==> config.mk <==
export PLATFORM = sky130hd
export DESIGN_NAME = dhf_divider
export DESIGN_NICKNAME = d
export VERILOG_FILES = /design/src/rtl/dhf_pkg.sv /design/src/rtl/dhf_divider.sv
export SDC_FILE = /design/constraint.sdc
export NUM_CORES = 1
export LEC_CHECK = 0
export BUFFER_PORTS_ARGS = -buffer_cell sky130_fd_sc_hd__buf_2
export CORE_ASPECT_RATIO = 0.75
export CORE_MARGIN = 4
export CORE_UTILIZATION = 51
export DETAILED_ROUTE_END_ITERATION = 16
export GPL_TIMING_DRIVEN = 0
export PLACE_DENSITY_LB_ADDON = 0.2
export REMOVE_ABC_BUFFERS = 1
export SYNTH_ARGS = -nofsm -noshare
export SYNTH_HDL_FRONTEND = slang
export SYNTH_SLANG_ARGS = --single-unit
==> constraint.sdc <==
create_clock -name i_clk -period 2.3 [get_ports i_clk]
set_clock_uncertainty 0.15 [all_clocks]
set_input_delay 0.23 -clock i_clk [delete_from_list [all_inputs] [get_ports i_clk]]
set_output_delay 0.23 -clock i_clk [all_outputs]
set_load 0.02 [all_outputs]
==> src/rtl/dhf_pkg.sv <==
package dhf_pkg;

    // frame and window limits
    localparam int MAX_WIDTH  = 1024;
    localparam int MAX_RADIUS = 3;
    localparam int HEIGHT_CAP = 4096;

    // field widths
    localparam int DEPTH_W = 16;
    localparam int COL_W   = 10;
    localparam int ROW_W   = 12;
    localparam int FW_W    = 11;
    localparam int FH_W    = 13;
    localparam int RAD_W   = 2;
    localparam int CFG_W   = 13;
    localparam int CFG_IW  = 2;

    // line store: sixteen row slots of one full row each, enough for the
    // window rows plus the input row running ahead on narrow frames
    localparam int SLOT_W  = 4;
    localparam int MEM_AW  = SLOT_W + COL_W;
    localparam int MEM_D   = 1 << MEM_AW;

    // position, accumulation and offset widths
    localparam int POS_W   = 23;
    localparam int SUM_W   = 22;
    localparam int CNT_W   = 6;
    localparam int OFS_W   = 4;
    localparam int WIN_MAX = (2 * MAX_RADIUS + 1) * (2 * MAX_RADIUS + 1);

    // configuration register indexes
    typedef enum logic [CFG_IW-1:0] {
        CFG_FRAME_WIDTH   = 2'd0,
        CFG_FRAME_HEIGHT  = 2'd1,
        CFG_KERNEL_RADIUS = 2'd2
    } t_cfg_idx;

    // divider handshake
    typedef struct packed {
        logic                start;
        logic [SUM_W-1:0]    dividend;
        logic [CNT_W-1:0]    divisor;
    } t_div_req;

    typedef struct packed {
        logic                done;
        logic [DEPTH_W-1:0]  quot;
    } t_div_rsp;

endpackage

==> src/rtl/dhf_divider.sv <==
module dhf_divider
    import dhf_pkg::*;
(
    input  logic     i_clk,
    input  logic     i_rst_n,
    input  t_div_req i_req,
    output t_div_rsp o_rsp
);

    localparam int STEP_W = $clog2(SUM_W + 1);

    logic              r_busy;
    logic              r_done;
    logic [STEP_W-1:0] r_step;
    logic [CNT_W:0]    r_rem;
    logic [SUM_W-1:0]  r_quo;
    logic [CNT_W-1:0]  r_div;

    logic [CNT_W:0]    shifted;
    logic [CNT_W+1:0]  trial;

    // one quotient bit per cycle, restoring
    always_comb begin
        shifted = {r_rem[CNT_W-1:0], r_quo[SUM_W-1]};
        trial   = {1'b0, shifted} - {2'b00, r_div};
    end

    // control
    always_ff @(posedge i_clk) begin
        if (!i_rst_n) begin
            r_busy <= 1'b0;
            r_done <= 1'b0;
            r_step <= '0;
        end else begin
            r_done <= 1'b0;
            if (i_req.start) begin
                r_busy <= 1'b1;
                r_step <= STEP_W'(SUM_W - 1);
            end else if (r_busy) begin
                if (r_step == '0) begin
                    r_busy <= 1'b0;
                    r_done <= 1'b1;
                end else begin
                    r_step <= r_step - 1'b1;
                end
            end
        end
    end

    // datapath
    always_ff @(posedge i_clk) begin
        if (i_req.start) begin
            r_rem <= '0;
            r_quo <= i_req.dividend;
            r_div <= i_req.divisor;
        end else if (r_busy) begin
            r_rem <= trial[CNT_W+1] ? shifted : trial[CNT_W:0];
            r_quo <= {r_quo[SUM_W-2:0], ~trial[CNT_W+1]};
        end
    end

    assign o_rsp.done = r_done;
    assign o_rsp.quot = r_quo[DEPTH_W-1:0];

endmodule

=== Yosys cells after proc, flatten, opt, wreduce, memory -nomap -nowiden ===
Cells that the tools add are included.

* Word-level logic and storage cells: 30
* Bits in registers: 41
* Output and inout port bits: 17
* Input port bits: 31

* Equal/unequal tests: 1
* Bitwise operators: 4
* Multiplexer cells: 10
* $add $sub $neg: 2
* Reductions and logical operators: 6

{| class="wikitable"
|+ Operator list
! operator !! number
|-
| 2-to-1 mux 22 bit || 2
|-
| 2-to-1 mux 5 bit || 3
|-
| subtractor 7 x 6 -> 8 bit || 1
|-
| 2-to-1 mux 6 bit || 1
|-
| zero test 5 bit || 1
|-
| subtractor 5 x 1 -> 5 bit, second input constant || 1
|-
| 2-to-1 mux 1 bit || 4
|-
| inverter 1 bit || 4
|-
| AND reduction 2 bit || 2
|-
| OR reduction 3 bit || 1
|-
| inequality test 2 bit, second input constant || 1
|-
| nonzero test 2 bit || 1
|-
| OR reduction 2 bit || 1
|}

=== Longest topological paths before layout ===
Gate-level depths: netlist (run 1).

* Depth in word-level cells: 4
* Gate-level depth with buffers: 9
* Depth with buffers taken out: 9

=== Worst setup path before layout (run 1) ===
OpenSTA, ideal clock, no wires.

* Kind: register -> register
* From: register r_div[2]
* To: register r_rem[0]
* Slack: 0.378 ns
* Buffers on the path: 0
* Data arrival time: 1.693 ns
* Cell stages (with the launch flop): 8
* Setup time: 0.079 ns
* Period minus slack after synthesis: 1.922 ns
* Required time: 2.071 ns
* Cell sequence: edfxtp_1 inv_1 ha_1 or2_2 o211ai_2 a31oi_4 mux2_4 a211oi_2

* Cells in the longest elaborated chain, start to end: 2

{| class="wikitable"
|+ Ends and longest elaborated chain
! item !! line !! source
|-
| from (decl) || dhf_divider.sv:17 || <nowiki>logic [CNT_W-1:0] r_div;</nowiki>
|-
| from (signal assigned) || dhf_divider.sv:55 || <nowiki>r_div <= i_req.divisor;</nowiki>
|-
| subtractor 7 x 6 -> 8 bit || dhf_divider.sv:25 || <nowiki>trial = {1'b0, shifted} - {2'b00, r_div};</nowiki>
|-
| 2-to-1 mux 6 bit || dhf_divider.sv:57 || <nowiki>r_rem <= trial[CNT_W+1] ? shifted : trial[CNT_W:0];</nowiki>
|-
| to (signal assigned) || dhf_divider.sv:57 ||
|-
| to (decl) || dhf_divider.sv:15 || <nowiki>logic [CNT_W:0] r_rem;</nowiki>
|}

No other way between the ends.
A chain may end at the register's enable or synchronous reset.

=== Final worst setup path (run 1) ===
* From: register r_quo[21]
* To: register r_rem[4]

* Cells in the longest elaborated chain, start to end: 2

{| class="wikitable"
|+ Ends and longest elaborated chain
! item !! line !! source
|-
| from (decl) || dhf_divider.sv:16 || <nowiki>logic [SUM_W-1:0] r_quo;</nowiki>
|-
| from (signal assigned) || dhf_divider.sv:54 || <nowiki>r_quo <= i_req.dividend;</nowiki>
|-
| from (signal assigned) || dhf_divider.sv:58 || <nowiki>r_quo <= {r_quo[SUM_W-2:0], ~trial[CNT_W+1]};</nowiki>
|-
| subtractor 7 x 6 -> 8 bit || dhf_divider.sv:25 ||
|-
| 2-to-1 mux 6 bit || dhf_divider.sv:57 ||
|}

No other way between the ends.

==> implementation parameters, run 1 <==
Parameter                              Value

Setup path
  Library cell contributing the largest single delay on the critical path ... fa_1
  Kind of critical path ... register to register
  Critical Path Start Type ... register
  Signal arrival time at the worst endpoint ... roughly 2100 ps
  Longest individual stage delay on the worst path ... 410 ps
  Required arrival time at the worst endpoint ... about 2400 ps
  Count of buffer and inverter cells on the critical path ... 2
  Peak fanout along the critical path ... 2
  Top delay family on crit path ... adder cells
  Critical Path Sink Type ... register
  Ordered cell list for the critical path ... inv_1 -> ha_1 -> inv_1 -> fa_1 -> a21o_2 -> a21oi_1 -> xnor2_1 -> mux2i_1 -> o21ai_0
  Worst path most repeated cell ... inv_1

Power
  LEAKAGE ... slightly below 1 nW
  Power per cell area ... 746.2 mW/mm^2
  Largest voltage drop on the vdd net ... 0.4853 mV
  Total power ... roughly 1.8 mW

Global routing
  Antenna violations before repair ... 0
  Maximum number of pins on one net before global-route repair ... 39
  Vias in the first global route ... approximately 1300
  First-pass GRT wire length ... 5727 um
  Gr usage total ... 0.1438
  Remaining Overflow, GRT ... 0

Yosys
  Total standard cell area after synthesis ... 0.002044 mm^2
  Number of cells produced by synthesis ... 160
  Number of unique standard cell types used by synthesis ... 37
  Number of flops mapped to enable cells by yosys ... 28
  Post-synth top cells ... edfxtp_1 (28), mux2_2 (22), buf_4 (17)
  Number of warnings issued by yosys ... 0
  Cell taking the most area after synthesis ... edfxtp_1
  Share of the synthesized area in compound gates (AO/OA/AOI/OAI) ... 0.08017
  Number of synthesized register bits ... 41
  Share of synthesized area spent on multiplexers ... 0.1481
  Cell types occupying the most area after synthesis ... edfxtp_1 (41%), dfxtp_1 (13%), mux2_2 (12%), buf_4 (6.2%), ha_1 (4.3%)
  Dominant combinational cell family by area after synthesis ... multiplexers
  Share of flip-flops with an asynchronous set or reset ... 0
  Post-synthesis sequential area ratio ... 0.5386
  Mean area per synthesized cell ... 12.78 um^2
  Most instantiated flip-flop cell in the synthesis netlist ... edfxtp_1
  Simple-gate area share of the yosys netlist ... 0.07099
  Synth Area in XOR/XNOR ... 0.02142
  Top-area cell type share of the netlist area ... 0.4113
  Post-Synth Adder-Cell Area ... 0.05263
  Library cell with the highest instance count after synthesis ... edfxtp_1

Timing
  Fin. Hold Viols ... 0
  Share of the clock period used by the worst path ... 0.8992
  RSZ-0062 raised after global routing ... no
  Pin slew with the least headroom to its limit ... 807.2 ps
  Max Fclk ... just under 0.5 GHz
  Worst hold-check slack ... 68.97 ps
  Count of final max-slew check failures ... 0
  Remaining max-slew budget at the tightest pin ... 0.4613
  Number of setup violations in the final report ... 0
  Min Tclk post-route ... ~2100 ps

Placed design
  Post-placement cell area ... between 0.002 and 0.0025 mm^2
  Last weighted congestion value of the routability-driven placer ... about 0.77
  Estimated wirelength of the detail-placed design ... between 2000 and 2500 um
  IO buf count ... 47

Layout
  Post-route cell area ... 0.002374 mm^2
  Count of fill cells added during filler insertion ... about 320
  Area Growth Syn to Fin ... 16.10%
  Final nets ... between 200 and 250
  Layout cells sized above 1 ... 0.4300
  Antenna fix cells ... 0

Routing
  Detailed-route wire length per cell ... 13.48 um
  Post-DRT Antenna Nets ... 0
  Routed vias/inst ... 5.016
  First-pass iteration count of the detailed router ... 4
  Via count of the routed design ... roughly 1300
  Detailed Route WL ... roughly 3400 um
  First-iteration detailed-routing DRC count ... 43
  DRC violations left ... 0

Floorplan
  Number of ports placed on the die boundary ... 48
  Placement row count ... 19
  Core Region ... 0.003756 mm^2
  Die area ... 0.005096 mm^2
  Starting density of the core ... 0.5443
  Die extent in y ... approximately 63 um
  Horizontal extent of the die ... 81.11 um

Clock tree
  Inserted Clock Buffers ... 5
  Skew-Pair Late Insertion Delay ... 290 ps
  Buffer count from post-CTS setup fixing ... 0
  TritonCTS clock tree ... yes
  CTS clk-pin slew, worst paths ... roughly 80 ps
  Maximum level of the CTS H-tree ... 2
  Maximum count of clock buffers along a single path ... 2
  Number of clock sinks seen by CTS ... 41
  Root buf cell ... clkbuf_8

Outcome
  Run status ... finished, final reports clean

Job
  Max capacitance violation total ... 0

Hold path
  Type of the worst min-delay path ... input pin to register
flip-flops by register name, indices dropped and copies added (netlist names):
register  flops
r_done        1
r_div         6
r_quo        22
r_step        5
r_rem         6
r_busy        1
what timing repair did:
item	4_1_cts	5_1_grt
hold buffers	6	0
endpoints found under the hold margin	6	0
resized for setup	0	0
power breakdown:
part / total [mW] / leakage, nW / internal, mW / switching (mW)
Sequential: 0.896 / 0.387 / 0.863 / 0.0329
Clock: 0.580 / 0.0554 / 0.326 / 0.254
Combinational: 0.295 / 0.541 / 0.141 / 0.154
cell usage in the layout, fill, tap and decap left out, drive strengths merged:
master and n:
xnor2 3, a211oi 4, and3 1, dfxtp 13, mux2 23, and4b 1, nor4b 1, edfxtp 28
bufinv 1, nor2 8, dlygate4sd3 6, inv 10, o21a 3, clkinv 1, o31a 1, ha 7
o211ai 1, fa 1, o41ai 1, a21oi 3, a21o 1, a31oi 1, nor3 1, xor2 2
mux2i 4, o21ai 4, or3 1, nand2 7, or2 4, buf 47, a21boi 1, nand2b 2
clkbuf 6, nor2b 2
per-stage QoR:
stage               setup TNS (ps)  instances    util  setup WS [ps]
floorplan                        0        139       -          377.7
global placement                 0        238  0.5863          44.09
detailed placement          -840.2        238  0.5863         -38.73
CTS                              0        252  0.6319          222.6
global route                     0        252  0.6319          57.92
finish                           0        252  0.6319          231.9
layout make-up:
cell class / count / area [um^2] / area share
clock inverter: 2 / 38.79 / 0.01634
sequential: 41 / 1101 / 0.4639
timing repair buffer: 53 / 295.3 / 0.1244
tap: 52 / 65.06 / 0.02741
clock buffer: 6 / 72.57 / 0.03057
inverter: 10 / 37.54 / 0.01581
multi-input combinational: 88 / 763.2 / 0.3216
path summary, 6_finish.rpt:
check,depth (start not counted),startpoint,slack [ps],to
max,9,r_quo[21]$_DFFE_PP_,230,r_rem[4]$_SDFFE_PP0P_
min,2,i_rst_n,70,r_busy$_SDFF_PN0_
max reg2reg,9,r_quo[21]$_DFFE_PP_,230,r_rem[4]$_SDFFE_PP0P_
min reg2reg,2,r_rem[5]$_SDFFE_PP0P_,330,r_rem[5]$_SDFFE_PP0P_
metal layers:
metal	global-route usage	up-vias	share of wire
met1	0.1854	593	0.46
met4	0.04430	0	0.0091
met3	0.04611	4	0.070
met5	0	-	0
li1	-	629	-
met2	0.2285	38	0.46
cell families (layout without fill, tap and decap cells):
family	Yosys count	count (layout)
muxes	27	27
and+or+nand+nor	28	28
buffers and inverters	31	71
AOI/OAI and AO/OA	20	20
adders and majority gates	8	8
xor gates and xnor gates	5	5
DFF	41	41
(Power assumes the default switching activity.)
==> run 2: changes to the inputs <==
==> constraint.sdc (replaced) <==
create_clock -name i_clk -period 2 [get_ports i_clk]
set_clock_uncertainty 0.15 [all_clocks]
set_input_delay 0.2 -clock i_clk [delete_from_list [all_inputs] [get_ports i_clk]]
set_output_delay 0.2 -clock i_clk [all_outputs]
set_load 0.02 [all_outputs]
==> run 2 against run 1 <==
Effect of this change:
- the flow now finishes with violations (setup timing)
- critical path type unchanged
- die area unchanged
- final area rose by 5.1%
- fmax up 2.9%
- register-to-register slack worse by 240 ps
- combinational power up 32%
- critical endpoint is now r_rem[1]$_SDFFE_PP0P_
- clock power up 16%
- highest routed layer unchanged
- critical path depth decreased by 1
- sequential power rose by 15%
==> implementation parameters, run 2 (synthesized netlist as in run 1, its figures left out) <==
Parameter                              Value

Outcome
  Run status ... finished with violations
  Violations in the final reports ... setup timing

Global routing
  Antenna violations before repair ... 0 (unchanged)
  First-pass GRT wire length ... 5830 um (+1.8%)
  Vias in the first global route ... 1361 (+2.7%)
  Gr usage total ... 0.1471 (+0.003315)
  Remaining Overflow, GRT ... 0 (unchanged)
  Maximum number of pins on one net before global-route repair ... 39 (unchanged)

Setup path
  Peak fanout along the critical path ... 6 (+4)
  Count of buffer and inverter cells on the critical path ... 2 (unchanged)
  Critical Path Start Type ... register
  Worst R2R Setup Slack ... -10 ps (-240 ps)
  Longest individual stage delay on the worst path ... 370 ps (-40 ps)
  Top delay family on crit path ... compound AO/OA/AOI/OAI gates
  Worst Reg2Reg Path Length in Cells ... 8 (-1)
  Kind of critical path ... register to register
  Signal arrival time at the worst endpoint ... 2010 ps (-130 ps)
  FF-to-FF End ... r_rem[1]$_SDFFE_PP0P_
  Capture point of the worst path ... r_rem[1]$_SDFFE_PP0P_
  Ordered cell list for the critical path ... inv_2 -> ha_4 -> nor2b_4 -> o211ai_2 -> a31oi_4 -> buf_6 -> mux2i_2 -> a211oi_2
  Worst path depth ... 8 (-1)
  Library cell contributing the largest single delay on the critical path ... edfxtp_1
  Required arrival time at the worst endpoint ... 2000 ps (-370 ps)
  Critical R2R Launch ... r_div[1]$_DFFE_PP_
  Critical Path Sink Type ... register
  Startpoint of the worst setup timing path ... r_div[1]$_DFFE_PP_

Routing
  Routed vias/inst ... 5.066 (+1.0%)
  Post-DRT Antenna Nets ... 0 (unchanged)
  Detailed-route wire length per cell ... 14.52 um (+7.7%)
  Detailed Route WL ... 3732 um (+9.8%)
  DRC violations left ... 0 (unchanged)
  First-iteration detailed-routing DRC count ... 84 (+95%)
  Via count of the routed design ... 1302 (+3.0%)
  First-pass iteration count of the detailed router ... 4 (unchanged)

Power
  Power per cell area ... 841.1 mW/mm^2 (+13%)
  Largest voltage drop on the vdd net ... 0.5588 mV (+15%)
  LEAKAGE ... 1.017 nW (+3.4%)

Floorplan
  Die area ... 0.005096 mm^2 (unchanged)
  Starting density of the core ... 0.5443 (unchanged)
  Die extent in y ... 62.83 um (unchanged)
  Placement row count ... 19 (unchanged)
  Horizontal extent of the die ... 81.11 um (unchanged)
  Core Region ... 0.003756 mm^2 (unchanged)
  Number of ports placed on the die boundary ... 48 (unchanged)

Timing
  Number of setup violations in the final report ... 3 (+3)
  Count of final max-slew check failures ... 0 (unchanged)
  Pin slew with the least headroom to its limit ... 796.0 ps (-11.20 ps)
  Worst-case setup margin in the final layout ... -10.25 ps (-242.2 ps)
  Max Fclk ... 0.4975 GHz (+2.9%)
  Share of the clock period used by the worst path ... 1.005 (+0.1060)
  Min Tclk post-route ... 2010 ps (-57.84 ps)
  Fin. Hold Viols ... 0 (unchanged)
  Remaining max-slew budget at the tightest pin ... 0.4693 (+0.008061)
  RSZ-0062 raised after global routing ... yes
  Worst hold-check slack ... 39.49 ps (-29.48 ps)

Layout
  Cell Count, Final, Fillers Out ... 257 (+2.0%)
  Number of flip-flops in the largest register ... 22 (unchanged)
  Commonest cells after routing, fill and taps aside ... buf_2 (47), edfxtp_1 (28), mux2_2 (22), dfxtp_1 (12), nor2_1 (8)
  Area Growth Syn to Fin ... 22.03%
  Top reg by flops ... r_quo
  Largest registers ... r_quo x22, r_div x6, r_rem x6
  Post-route cell area ... 0.002495 mm^2 (+5.1%)
  Layout cells sized above 1 ... 0.5024 (+0.07244)
  Final nets ... 243 (+2.1%)
  Leading cell type in the layout, fill and taps excluded ... buf_2
  Antenna fix cells ... 0 (unchanged)

Clock tree
  TritonCTS clock tree ... yes
  Root buf cell ... clkbuf_8
  Number of clock sinks seen by CTS ... 41 (unchanged)
  Maximum count of clock buffers along a single path ... 2 (unchanged)
  CTS clk-pin slew, worst paths ... 80 ps (about the same)
  Inserted Clock Buffers ... 5 (unchanged)
  Skew-Pair Late Insertion Delay ... 290 ps (about the same)
  Maximum level of the CTS H-tree ... 2 (unchanged)

Placed design
  IO buf count ... 47 (unchanged)
  Last weighted congestion value of the routability-driven placer ... 0.7691 (unchanged)
  Estimated wirelength of the detail-placed design ... 2428 um (unchanged)
  Post-placement setup slack ... -308.7 ps (-270.0 ps)
  Placed Cells incl. Taps ... 238 (unchanged)
  Post-placement cell area ... 0.002202 mm^2 (unchanged)

Hold path
  Type of the worst min-delay path ... input pin to register

Job
  Max capacitance violation total ... 0 (unchanged)
run 2: cell count changes in the layout (fill, tap and decap cells not counted), sizes merged:
cell and delta:
clkinvlp +1, buf +5, inv -1
run 2: metal layers:
layer  routed length [um]  vias up  share of wire  global-route usage
li1                     -      636              -                   -
met1                 1629      628           0.44              0.1854
met2                 1826       33           0.49              0.2398
met3                  238        5          0.064             0.04611
met4                   38        0          0.010             0.04430
met5                    0        -              0                   0
run 2: timing repair:
action | in CTS | in global routing
hold buffers | 6 | 0
pin swaps | 5 | 5
cloned | 0 | 0
resized for setup | 7 | 11
hold endpoints to repair | 6 | 0
setup endpoints to repair | 2 | 26
buffers inserted | 3 | 2
run 2: stage by stage:
step,utilization,setup TNS [ps],power [mW]
6_report,0.6642,-17.34,2.098
5_1_grt,0.6642,-977.7,2.195
4_1_cts,0.6456,0,2.076
3_3_place_gp,0.5863,-5000,1.366
2_1_floorplan,-,0,1.268
3_5_place_dp,0.5863,-6859,1.380
run 2: cell type report:
class	instances	area [um^2]
inverters	10	41.29
repair buffers	58	336.6
clock buffers	6	72.57
well taps	52	65.06
flip-flops and latches	41	1102
fillers	292	1261
multi-input cells	88	838.3
clock inverters	2	38.79
run 2: worst min path at each step:
stage	cells past startpoint	startpoint	endpoint
after CTS	2	i_rst_n	r_busy$_SDFF_PN0_
final	2	i_rst_n	r_step[4]$_SDFFE_PN0P_
after detailed placement	1	i_req[5]	r_div[5]$_DFFE_PP_
after global routing	2	i_rst_n	r_busy$_SDFF_PN0_
after global placement	1	i_req[4]	r_div[4]$_DFFE_PP_
after floorplan	1	i_req[28]	r_rem[0]$_SDFFE_PP0P_
run 2: report_power, final:
| part | leakage, nW | total (mW) | switching, mW | internal [mW] |
|---|---|---|---|---|
| Combinational | 0.575 | 0.389 | 0.196 | 0.193 |
| Sequential | 0.387 | 1.03 | 0.0417 | 0.993 |
| Clock | 0.0554 | 0.675 | 0.300 | 0.375 |
| Total | 1.02 | 2.10 | 0.538 | 1.56 |
